## src/rtl/ptrx_pkg.sv

```systemverilog
`timescale 1ns / 1ps
// Shared types, character codes and helper functions of the motif-to-regex translator.
// No dependencies; the top level, front end, queue, back end and testbench import this package.
package ptrx_pkg;

  // Queue between front and back end
  localparam int unsigned QDepth = 2;
  localparam int unsigned QPtrW  = (QDepth > 1) ? $clog2(QDepth) : 1;
  localparam int unsigned QCntW  = $clog2(QDepth + 1);

  // Character codes
  localparam logic [7:0] ChDash   = 8'h2D;  // '-'
  localparam logic [7:0] ChDot    = 8'h2E;  // '.'
  localparam logic [7:0] ChComma  = 8'h2C;  // ','
  localparam logic [7:0] ChGt     = 8'h3E;  // '>'
  localparam logic [7:0] ChLt     = 8'h3C;  // '<'
  localparam logic [7:0] ChLParen = 8'h28;  // '('
  localparam logic [7:0] ChRParen = 8'h29;  // ')'
  localparam logic [7:0] ChLBrace = 8'h7B;  // '{'
  localparam logic [7:0] ChRBrace = 8'h7D;  // '}'
  localparam logic [7:0] ChLBrack = 8'h5B;  // '['
  localparam logic [7:0] ChRBrack = 8'h5D;  // ']'
  localparam logic [7:0] ChCaret  = 8'h5E;  // '^'
  localparam logic [7:0] ChDollar = 8'h24;  // '$'
  localparam logic [7:0] ChLowX   = 8'h78;  // 'x'
  localparam logic [7:0] ChUpX    = 8'h58;  // 'X'
  localparam logic [7:0] ChNone   = 8'h00;

  localparam logic [7:0] CountMax = 8'hFF;

  typedef enum logic [1:0] {
    ST_OK        = 2'd0,
    ST_BAD_CHAR  = 2'd1,
    ST_NO_PERIOD = 2'd2
  } status_e;

  // One classified input: up to three regex characters, then an optional status result
  typedef struct packed {
    logic [2:0][7:0] chars;
    logic [1:0]      nchars;
    logic            done;
    status_e         status;
    logic [7:0]      count;
  } cmd_t;

  function automatic logic is_lower(logic [7:0] c);
    return (c >= 8'h61) && (c <= 8'h7A);
  endfunction

  function automatic logic is_upper(logic [7:0] c);
    return (c >= 8'h41) && (c <= 8'h5A);
  endfunction

  function automatic logic [7:0] to_upper(logic [7:0] c);
    return is_lower(c) ? (c - 8'd32) : c;
  endfunction

  function automatic logic is_digit(logic [7:0] c);
    return (c >= 8'h30) && (c <= 8'h39);
  endfunction

  function automatic logic is_allowed(logic [7:0] up);
    logic punct;
    punct = (up == ChDash)   || (up == ChDot)    || (up == ChComma)  ||
            (up == ChLBrack) || (up == ChRBrack) || (up == ChLParen) ||
            (up == ChRParen) || (up == ChLBrace) || (up == ChRBrace) ||
            (up == ChLt)     || (up == ChGt);
    return is_upper(up) || is_digit(up) || punct;
  endfunction

endpackage

```

## src/rtl/ptrx_in_if.sv

```systemverilog
`timescale 1ns / 1ps
// Input channel of the translator: one pattern character per transfer.
// No dependencies.
interface ptrx_in_if;
  logic       valid;
  logic       ready;
  logic [7:0] pattern_char;
  logic       final_char;

  modport source (output valid, output pattern_char, output final_char, input ready);
  modport sink   (input valid, input pattern_char, input final_char, output ready);
endinterface

```

## src/rtl/ptrx_out_if.sv

```systemverilog
`timescale 1ns / 1ps
// Output channel of the translator: one regex character or status result per transfer.
// No dependencies.
interface ptrx_out_if;
  logic       valid;
  logic       ready;
  logic [7:0] out_char;
  logic       has_char;
  logic       item_end;
  logic       pattern_done;
  logic [1:0] status;
  logic [7:0] group_count;

  modport source (output valid, output out_char, output has_char, output item_end,
                  output pattern_done, output status, output group_count, input ready);
  modport sink   (input valid, input out_char, input has_char, input item_end,
                  input pattern_done, input status, input group_count, output ready);
endinterface

```

## src/rtl/prosite_to_regex_translator_unit.sv

```systemverilog
`timescale 1ns / 1ps
// Top level of the motif-to-regex translator: front end, command queue, back end.
// Depends on ptrx_pkg, ptrx_in_if, ptrx_out_if, ptrx_front, ptrx_queue, ptrx_back.

// The block takes one pattern character per transfer and streams out its regex
// translation, one character per transfer, followed by a status result after the
// character marked final. The front end classifies a character in the cycle it is
// taken and can take one every cycle while the two-entry command queue has room;
// the back end moves one result per cycle into the output register while the
// consumer is ready; a character yields zero to three results, four for a final one
// that expands to three characters. Sustained rate is set by the back end at one
// result per cycle. Results are emitted before the status is known; on a nonzero
// status the consumer drops everything of that pattern.
module prosite_to_regex_translator_unit (
  input  logic       clk_i,
  input  logic       rst_ni,
  ptrx_in_if.sink    in_i,
  ptrx_out_if.source out_o
);
  import ptrx_pkg::*;

  logic push, full, empty, pop;
  cmd_t cmd, head;

  ptrx_front u_front (
    .clk_i  (clk_i),
    .rst_ni (rst_ni),
    .in_i   (in_i),
    .full_i (full),
    .push_o (push),
    .cmd_o  (cmd)
  );

  ptrx_queue u_queue (
    .clk_i   (clk_i),
    .rst_ni  (rst_ni),
    .push_i  (push),
    .cmd_i   (cmd),
    .full_o  (full),
    .empty_o (empty),
    .pop_i   (pop),
    .head_o  (head)
  );

  ptrx_back u_back (
    .clk_i   (clk_i),
    .rst_ni  (rst_ni),
    .empty_i (empty),
    .head_i  (head),
    .pop_o   (pop),
    .out_o   (out_o)
  );

endmodule

```

## src/rtl/ptrx_front.sv

```systemverilog
`timescale 1ns / 1ps
// Front end: accepts pattern characters, tracks group and error state, builds commands.
// Depends on ptrx_pkg and ptrx_in_if.
module ptrx_front (
  input  logic           clk_i,
  input  logic           rst_ni,
  ptrx_in_if.sink        in_i,
  input  logic           full_i,
  output logic           push_o,
  output ptrx_pkg::cmd_t cmd_o
);
  import ptrx_pkg::*;

  logic       open_q, open_d;
  logic [7:0] cnt_q, cnt_d;
  logic       bad_q, bad_d;
  logic       accept;

  logic [7:0] c, up, t0, t1;
  logic [1:0] tn;
  logic       opens;

  assign in_i.ready = !full_i;
  assign accept     = in_i.valid && in_i.ready;
  assign c          = in_i.pattern_char;
  assign up         = to_upper(c);

  // Plain translation of characters that are neither separators nor anchors
  always_comb begin
    t0 = up;
    t1 = ChNone;
    tn = 2'd1;
    unique case (c)
      ChLParen: t0 = ChLBrace;
      ChRParen: t0 = ChRBrace;
      ChLBrace: begin
        t0 = ChLBrack;
        t1 = ChCaret;
        tn = 2'd2;
      end
      ChRBrace: t0 = ChRBrack;
      ChLowX, ChUpX: t0 = ChDot;
      default: t0 = up;
    endcase
  end

  assign opens = !open_q && (((is_lower(c) || is_upper(c)) && (up != ChUpX)) ||
                             (c == ChLBrack) || (c == ChLBrace));

  always_comb begin
    cmd_o.chars  = '0;
    cmd_o.nchars = 2'd0;
    open_d       = open_q;
    cnt_d        = cnt_q;
    bad_d        = bad_q | !is_allowed(up);
    if ((c == ChDash) || (c == ChDot)) begin
      if (open_q) begin
        cmd_o.chars[0] = ChRParen;
        cmd_o.nchars   = 2'd1;
      end
      open_d = 1'b0;
    end else if (c == ChGt) begin
      if (open_q) begin
        cmd_o.chars[0] = ChRParen;
        cmd_o.chars[1] = ChDollar;
        cmd_o.nchars   = 2'd2;
      end else begin
        cmd_o.chars[0] = ChDollar;
        cmd_o.nchars   = 2'd1;
      end
      open_d = 1'b0;
    end else if (c == ChLt) begin
      cmd_o.chars[0] = ChCaret;
      cmd_o.nchars   = 2'd1;
    end else if (opens) begin
      cmd_o.chars[0] = ChLParen;
      cmd_o.chars[1] = t0;
      cmd_o.chars[2] = t1;
      cmd_o.nchars   = tn + 2'd1;
      open_d         = 1'b1;
      if (cnt_q != CountMax) begin
        cnt_d = cnt_q + 8'd1;
      end
    end else begin
      cmd_o.chars[0] = t0;
      cmd_o.chars[1] = t1;
      cmd_o.nchars   = tn;
    end
    cmd_o.done  = in_i.final_char;
    cmd_o.count = cnt_d;
    if (bad_d) begin
      cmd_o.status = ST_BAD_CHAR;
    end else if (c != ChDot) begin
      cmd_o.status = ST_NO_PERIOD;
    end else begin
      cmd_o.status = ST_OK;
    end
  end

  // Drop inputs that produce no result
  assign push_o = accept && ((cmd_o.nchars != 2'd0) || in_i.final_char);

  always_ff @(posedge clk_i or negedge rst_ni) begin
    if (!rst_ni) begin
      open_q <= 1'b0;
      cnt_q  <= 8'd0;
      bad_q  <= 1'b0;
    end else if (accept) begin
      if (in_i.final_char) begin
        open_q <= 1'b0;
        cnt_q  <= 8'd0;
        bad_q  <= 1'b0;
      end else begin
        open_q <= open_d;
        cnt_q  <= cnt_d;
        bad_q  <= bad_d;
      end
    end
  end

  a_final_clears: assert property (@(posedge clk_i) disable iff (!rst_ni)
    accept && in_i.final_char |=> !open_q && (cnt_q == 8'd0) && !bad_q)
    else $error("pattern state not cleared after last character");

  a_open_counts: assert property (@(posedge clk_i) disable iff (!rst_ni)
    push_o && opens |-> (cmd_o.count != 8'd0) && (cmd_o.chars[0] == ChLParen))
    else $error("group opened without count");

endmodule

```

## src/rtl/ptrx_queue.sv

```systemverilog
`timescale 1ns / 1ps
// Short command queue between front and back end.
// Depends on ptrx_pkg.
module ptrx_queue (
  input  logic           clk_i,
  input  logic           rst_ni,
  input  logic           push_i,
  input  ptrx_pkg::cmd_t cmd_i,
  output logic           full_o,
  output logic           empty_o,
  input  logic           pop_i,
  output ptrx_pkg::cmd_t head_o
);
  import ptrx_pkg::*;

  cmd_t             mem_q [QDepth];
  logic [QPtrW-1:0] wr_ptr_q, rd_ptr_q;
  logic [QCntW-1:0] cnt_q;

  assign full_o  = (cnt_q == QCntW'(QDepth));
  assign empty_o = (cnt_q == '0);
  assign head_o  = mem_q[rd_ptr_q];

  function automatic logic [QPtrW-1:0] next_ptr(logic [QPtrW-1:0] p);
    return (p == QPtrW'(QDepth - 1)) ? '0 : p + QPtrW'(1);
  endfunction

  always_ff @(posedge clk_i) begin
    if (push_i) begin
      mem_q[wr_ptr_q] <= cmd_i;
    end
  end

  always_ff @(posedge clk_i or negedge rst_ni) begin
    if (!rst_ni) begin
      wr_ptr_q <= '0;
      rd_ptr_q <= '0;
      cnt_q    <= '0;
    end else begin
      if (push_i) begin
        wr_ptr_q <= next_ptr(wr_ptr_q);
      end
      if (pop_i) begin
        rd_ptr_q <= next_ptr(rd_ptr_q);
      end
      if (push_i && !pop_i) begin
        cnt_q <= cnt_q + QCntW'(1);
      end else if (pop_i && !push_i) begin
        cnt_q <= cnt_q - QCntW'(1);
      end
    end
  end

  a_no_overflow: assert property (@(posedge clk_i) disable iff (!rst_ni)
    !(push_i && full_o) && !(pop_i && empty_o))
    else $error("queue overflow or underflow");

endmodule

```

## src/rtl/ptrx_back.sv

```systemverilog
`timescale 1ns / 1ps
// Back end: walks the queue head one result per cycle into the output register while it is free or being taken.
// Depends on ptrx_pkg and ptrx_out_if.
module ptrx_back (
  input  logic           clk_i,
  input  logic           rst_ni,
  input  logic           empty_i,
  input  ptrx_pkg::cmd_t head_i,
  output logic           pop_o,
  ptrx_out_if.source     out_o
);
  import ptrx_pkg::*;

  logic [1:0] pos_q;
  logic [2:0] total;
  logic       is_last, load;
  logic       has;
  logic [7:0] ch;

  logic       valid_q;
  logic [7:0] char_q, count_q;
  logic       has_q, end_q, done_q;
  status_e    status_q;

  assign total   = {1'b0, head_i.nchars} + {2'b0, head_i.done};
  assign is_last = ({1'b0, pos_q} + 3'd1) == total;
  assign load    = !empty_i && (!valid_q || out_o.ready);
  assign pop_o   = load && is_last;
  assign has     = pos_q < head_i.nchars;

  always_comb begin
    unique case (pos_q)
      2'd0:    ch = head_i.chars[0];
      2'd1:    ch = head_i.chars[1];
      2'd2:    ch = head_i.chars[2];
      default: ch = ChNone;
    endcase
  end

  always_ff @(posedge clk_i or negedge rst_ni) begin
    if (!rst_ni) begin
      valid_q <= 1'b0;
      pos_q   <= 2'd0;
    end else begin
      if (load) begin
        valid_q <= 1'b1;
        pos_q   <= is_last ? 2'd0 : pos_q + 2'd1;
      end else if (out_o.ready) begin
        valid_q <= 1'b0;
      end
    end
  end

  always_ff @(posedge clk_i) begin
    if (load) begin
      char_q   <= has ? ch : ChNone;
      has_q    <= has;
      end_q    <= is_last;
      done_q   <= !has;
      status_q <= has ? ST_OK : head_i.status;
      count_q  <= head_i.count;
    end
  end

  assign out_o.valid        = valid_q;
  assign out_o.out_char     = char_q;
  assign out_o.has_char     = has_q;
  assign out_o.item_end     = end_q;
  assign out_o.pattern_done = done_q;
  assign out_o.status       = status_q;
  assign out_o.group_count  = count_q;

  a_done_closes: assert property (@(posedge clk_i) disable iff (!rst_ni)
    valid_q && done_q |-> end_q && !has_q && (char_q == ChNone))
    else $error("status result not last of its item");

endmodule

```

## src/flat_wrapper.sv

```systemverilog
// flat-port wrapper written by rule: the top's interface ports become plain ports
module prosite_to_regex_translator_unit_flat import ptrx_pkg::*;
  (clk_i, rst_ni, in_i_valid, in_i_pattern_char, in_i_final_char, in_i_ready, out_o_valid, out_o_out_char, out_o_has_char, out_o_item_end, out_o_pattern_done, out_o_status, out_o_group_count, out_o_ready);
  ptrx_in_if in_i_i ();
  ptrx_out_if out_o_i ();
  input  logic clk_i;
  input  logic rst_ni;
  input wire logic [$bits(in_i_i.valid)-1:0] in_i_valid;
  input wire logic [$bits(in_i_i.pattern_char)-1:0] in_i_pattern_char;
  input wire logic [$bits(in_i_i.final_char)-1:0] in_i_final_char;
  output wire logic [$bits(in_i_i.ready)-1:0] in_i_ready;
  output wire logic [$bits(out_o_i.valid)-1:0] out_o_valid;
  output wire logic [$bits(out_o_i.out_char)-1:0] out_o_out_char;
  output wire logic [$bits(out_o_i.has_char)-1:0] out_o_has_char;
  output wire logic [$bits(out_o_i.item_end)-1:0] out_o_item_end;
  output wire logic [$bits(out_o_i.pattern_done)-1:0] out_o_pattern_done;
  output wire logic [$bits(out_o_i.status)-1:0] out_o_status;
  output wire logic [$bits(out_o_i.group_count)-1:0] out_o_group_count;
  input wire logic [$bits(out_o_i.ready)-1:0] out_o_ready;
  assign in_i_i.valid = in_i_valid;
  assign in_i_i.pattern_char = in_i_pattern_char;
  assign in_i_i.final_char = in_i_final_char;
  assign in_i_ready = in_i_i.ready;
  assign out_o_valid = out_o_i.valid;
  assign out_o_out_char = out_o_i.out_char;
  assign out_o_has_char = out_o_i.has_char;
  assign out_o_item_end = out_o_i.item_end;
  assign out_o_pattern_done = out_o_i.pattern_done;
  assign out_o_status = out_o_i.status;
  assign out_o_group_count = out_o_i.group_count;
  assign out_o_i.ready = out_o_ready;
  prosite_to_regex_translator_unit u_core (.clk_i(clk_i), .rst_ni(rst_ni), .in_i(in_i_i), .out_o(out_o_i));
endmodule
```

## config.mk

```make
export PLATFORM = sky130hd
export DESIGN_NAME = prosite_to_regex_translator_unit_flat
export DESIGN_NICKNAME = d
export VERILOG_FILES = /design/src/rtl/ptrx_pkg.sv /design/src/rtl/ptrx_in_if.sv /design/src/rtl/ptrx_out_if.sv /design/src/rtl/prosite_to_regex_translator_unit.sv /design/src/rtl/ptrx_front.sv /design/src/rtl/ptrx_queue.sv /design/src/rtl/ptrx_back.sv /design/src/flat_wrapper.sv
export SDC_FILE = /design/constraint.sdc
export NUM_CORES = 1
export LEC_CHECK = 0
export ABC_AREA = 1
export BUFFER_PORTS_ARGS = -buffer_cell sky130_fd_sc_hd__buf_2
export CAP_MARGIN = 20
export CORE_UTILIZATION = 53
export CTS_BUF_LIST = sky130_fd_sc_hd__clkbuf_16
export DETAILED_ROUTE_END_ITERATION = 6
export PLACE_DENSITY_LB_ADDON = 0.3
export SLEW_MARGIN = 20
export SYNTH_ARGS = -nofsm -noshare
export SYNTH_HDL_FRONTEND = slang
export SYNTH_SLANG_ARGS = --single-unit
```

## constraint.sdc

```tcl
create_clock -name clk_i -period 4.1 [get_ports clk_i]
set_clock_uncertainty 0.1 [all_clocks]
set_input_delay 0.615 -clock clk_i [delete_from_list [all_inputs] [get_ports clk_i]]
set_output_delay 0.615 -clock clk_i [all_outputs]
set_load 0.02 [all_outputs]
```

==> impl_metrics.prom <==
# TYPE chip_impl_metric gauge
chip_impl_info{name="run_status",value="finished with violations"} 1
chip_impl_info{name="violations",value="DRC"} 1
chip_impl_metric{name="hold_buffers",unit=""} 0
chip_impl_metric{name="worst-path-max-fanout",unit=""} 24
chip_impl_metric{name="clock_latency",unit="ns"} 0.34
chip_impl_metric{name="timing.slew.headroom",unit="%"} 61.9
chip_impl_metric{name="post_drt_via_cell_ratio",unit=""} 5.51
chip_impl_metric{name="fp.coreArea",unit="sq um"} 8810
chip_impl_metric{name="power.leakage",unit="nW"} 2.41
chip_impl_metric{name="drt-initial-drc-count",unit=""} 177
chip_impl_metric{name="clk_transition_reported_paths",unit="ns"} 0.08
chip_impl_metric{name="gp_congestion",unit=""} 0.883
chip_impl_info{name="layout_commonest_cell",value="nand2_1"} 1
chip_impl_info{name="mostFrequentLayoutCells",value="nand2_1 (131), edfxtp_1 (81), inv_1 (49)"} 1
chip_impl_metric{name="io_buffer_count",unit=""} 35
chip_impl_metric{name="synth_cell_type_count",unit=""} 42
chip_impl_metric{name="synth_seq_area_share",unit="%"} 58.8
chip_impl_metric{name="cts_buffers",unit=""} 9
chip_impl_metric{name="report.final.slew_viol_count",unit=""} 0
chip_impl_metric{name="max_clock_freq",unit="MHz"} 297
chip_impl_metric{name="critical-path-max-stage-delay",unit="ns"} 0.37
chip_impl_metric{name="synth_nets",unit=""} 514
chip_impl_metric{name="htreeDepth",unit=""} 3
chip_impl_metric{name="num_io_pins",unit=""} 36
chip_impl_metric{name="floorplan.die_area",unit="sq um"} 9560
chip_impl_info{name="critPathSlowestCell",value="nor2_2"} 1
chip_impl_metric{name="synth.cell_area",unit="sq um"} 4860
chip_impl_info{name="min_path_type",value="in -> async"} 1
chip_impl_metric{name="post-dp-hpwl",unit="um"} 7010
chip_impl_metric{name="post_drt_wl_per_cell",unit="um"} 15.7
chip_impl_metric{name="ff_latch_area",unit="sq um"} 2860
chip_impl_metric{name="layout-area-overhead-vs-synth",unit="%"} 12.2
chip_impl_metric{name="cp.buffers_inverters",unit=""} 4
chip_impl_metric{name="multi_input_combinational_cell_area",unit="sq um"} 1720
chip_impl_metric{name="synth_enable_flop_cells",unit=""} 81
chip_impl_metric{name="height_of_the_die",unit="um"} 97.8
chip_impl_metric{name="report.final.setup_viol",unit=""} 0
chip_impl_metric{name="final_cell_count_no_fill",unit=""} 640
chip_impl_metric{name="synth_async_sr_flop_share",unit="%"} 17.3
chip_impl_metric{name="postSynthAreaPerCell",unit="sq um"} 9.96
chip_impl_metric{name="finalCriticalPeriod",unit="ns"} 3.37
chip_impl_metric{name="post_synth_inst_count",unit=""} 488
chip_impl_metric{name="initial_antenna_violation_count",unit=""} 0
chip_impl_metric{name="finalHoldViolCount",unit=""} 0
chip_impl_metric{name="pin_count_of_the_biggest_net_entering_global_routing",unit=""} 31
chip_impl_metric{name="num-fill-cells",unit=""} 713
chip_impl_info{name="worst_r2r_startpoint",value="u_core.u_front.open_q"} 1
chip_impl_info{name="worstSetupEndpointType",value="register"} 1
chip_impl_metric{name="numClockSinks",unit=""} 98
chip_impl_info{name="critPathLaunchType",value="primary input"} 1
chip_impl_metric{name="synth-warning-count",unit=""} 0
chip_impl_metric{name="drt_drc_violations_left",unit=""} 5
chip_impl_metric{name="routed-via-count",unit=""} 3525
chip_impl_metric{name="clk_path_buf_depth",unit=""} 2
chip_impl_metric{name="routed_wirelength",unit="um"} 10000
chip_impl_info{name="dominantRegCellSynth",value="edfxtp_1"} 1
chip_impl_metric{name="drt_first_pass_iters",unit=""} 7
chip_impl_info{name="critical-path-top-delay-family",value="simple AND/OR/NAND/NOR gates"} 1
chip_impl_metric{name="share_of_post_route_cells_with_drive_strength_above_1",unit="%"} 17.1
chip_impl_metric{name="peakVddDrop",unit="mV"} 0.284
chip_impl_info{name="worstPathCellList",value="buf_2 > inv_1 > nand2_2 > nor2_4 > nand2_1 > nand2_2 > o211ai_2 > nand2_1 > nand2_2 > nand2_4 > nand2_4 > inv_2 > ha_1 > a21oi_1 > o22ai_1 > nand3_1 > nand2_1 > nor2_2 > buf_12"} 1
chip_impl_metric{name="grt_first_pass_wirelength",unit="um"} 16600
chip_impl_metric{name="postRouteAntennaNets",unit=""} 0
chip_impl_metric{name="maxCapViolCount",unit=""} 0
chip_impl_metric{name="critical_path_required",unit="ns"} 4.04
chip_impl_metric{name="worst_pin_slew",unit="ns"} 0.569
chip_impl_info{name="cts.root.buffer_cell",value="clkbuf_16"} 1
chip_impl_info{name="setup_repair_after_global_routing_missed_its_margin",value="false"} 1
chip_impl_metric{name="initial_cell_density_of_the_core",unit="%"} 55.2
chip_impl_info{name="tritoncts_clock_tree",value="yes"} 1
chip_impl_metric{name="postCtsSetupRepairBufs",unit=""} 0
chip_impl_metric{name="cellPowerDensity",unit="nW/um^2"} 713
chip_impl_info{name="critical_path_class",value="in -> reg"} 1
chip_impl_metric{name="overflow",unit=""} 0
chip_impl_metric{name="final_util",unit="%"} 61.9
chip_impl_info{name="critical_path.startpoint",value="in_i_pattern_char[7]"} 1
chip_impl_metric{name="postSynthRegisterBits",unit=""} 98
chip_impl_metric{name="final_nets",unit=""} 553
chip_impl_metric{name="fin_tns_setup",unit="ns"} 0
chip_impl_metric{name="place.detailed.instances",unit=""} 624
chip_impl_metric{name="worst_ep_arrival_time",unit="ns"} 3.30
chip_impl_metric{name="n_antenna_cell",unit=""} 0
chip_impl_metric{name="die_width",unit="um"} 97.8
chip_impl_metric{name="via_count_of_the_first_global_routing_pass",unit=""} 3488
chip_impl_metric{name="post_cts_resize_count",unit=""} 0
chip_impl_metric{name="std_cell_rows",unit=""} 34
chip_impl_metric{name="finalCritPeriodShare",unit="%"} 82.2
chip_impl_metric{name="grtUsageTotal",unit="%"} 22.4
[where the power goes]
part           switching (mW)  total, mW  internal (mW)  leakage [nW]
logic                   0.965       1.42          0.459          1.28
clock network           0.391      0.822          0.432         0.147
registers               0.119       1.64           1.52         0.989
[registers in the layout (all words and copies together), names as in the netlist, 2 cells and up]
register                         count
u_core.u_front.cnt_q                 8
u_core.u_queue.mem_q                60
u_core.u_queue.cnt_q                 2
u_core.u_back.out_o.status           2
u_core.u_back.pos_q                  2
u_core.u_back.out_o.out_char         8
u_core.u_back.out_o.group_count      8
[layer usage]
layer,global-route usage (%),up-vias,part of all wire (%)
met2,37.6,82,50
met5,0,-,0
met1,29.7,1695,45
li1,-,1735,-
met3,4.08,13,3.7
met4,7.69,0,1.3
[synth_stat cells (6+ instances only)]
cell type,instances,share of area (%)
nand2_1,131,10
edfxtp_1,81,50
inv_1,49,3.8
nand3_1,31,3.2
nor2_1,29,2.2
o21ai_0,26,2.7
dfrtp_1,17,8.7
a21oi_1,16,1.6
ha_1,13,3.3
nand2_2,8,1.0
nand4_1,7,0.90
clkbuf_1,6,0.46
o21a_1,6,0.93
[worst paths after layout]
kind                                                           end  slack (ns)  cells after the start
worst max-delay path                   u_core.u_queue.mem_q[0][25]        0.73                     19
worst min-delay path                       u_core.u_queue.rd_ptr_q        0.10                      1
worst max register to register         u_core.u_queue.mem_q[0][25]        1.17                     10
worst min register to register  u_core.u_back.out_o.group_count[5]        0.41                      2
max in group asynchronous                  u_core.u_front.cnt_q[1]        3.48                      1
min in group clk_i                       u_core.u_back.out_o.valid        0.37                      2
[per-stage QoR]
step / setup slack [ns] / hold WS, ns / area (sq um) / power [mW]
global route: 0.419 / 0.128 / 5460 / 4.13
global placement: 0.472 / 0.388 / 5150 / 3.03
detailed placement: 0.411 / 0.399 / 5150 / 3.08
finish: 0.732 / 0.101 / 5460 / 3.89
CTS: 0.761 / 0.108 / 5460 / 3.92
floorplan: 0.0620 / 0.219 / 4860 / 2.66
[cells by family after synthesis]
| kind of cell | count (synthesis) | synth area share, % |
|---|---|---|
| flops | 98 | 58.8 |
| fa+ha+maj | 13 | 3.35 |
| xor+xnor | 9 | 1.62 |
| compound gates | 69 | 8.67 |
| buf+inv | 68 | 5.92 |
| simple gates | 231 | 21.7 |
[cell type report]
type | count | area share (%)
Clock inverter | 7 | 1.40
Multi-Input combinational cell | 322 | 31.6
Tap cell | 108 | 2.48
Clock buffer | 9 | 4.13
Sequential cell | 98 | 52.4
Timing Repair Buffer | 41 | 4.27
Inverter | 55 | 3.78
Note: power is estimated with default switching activity, not from simulation.
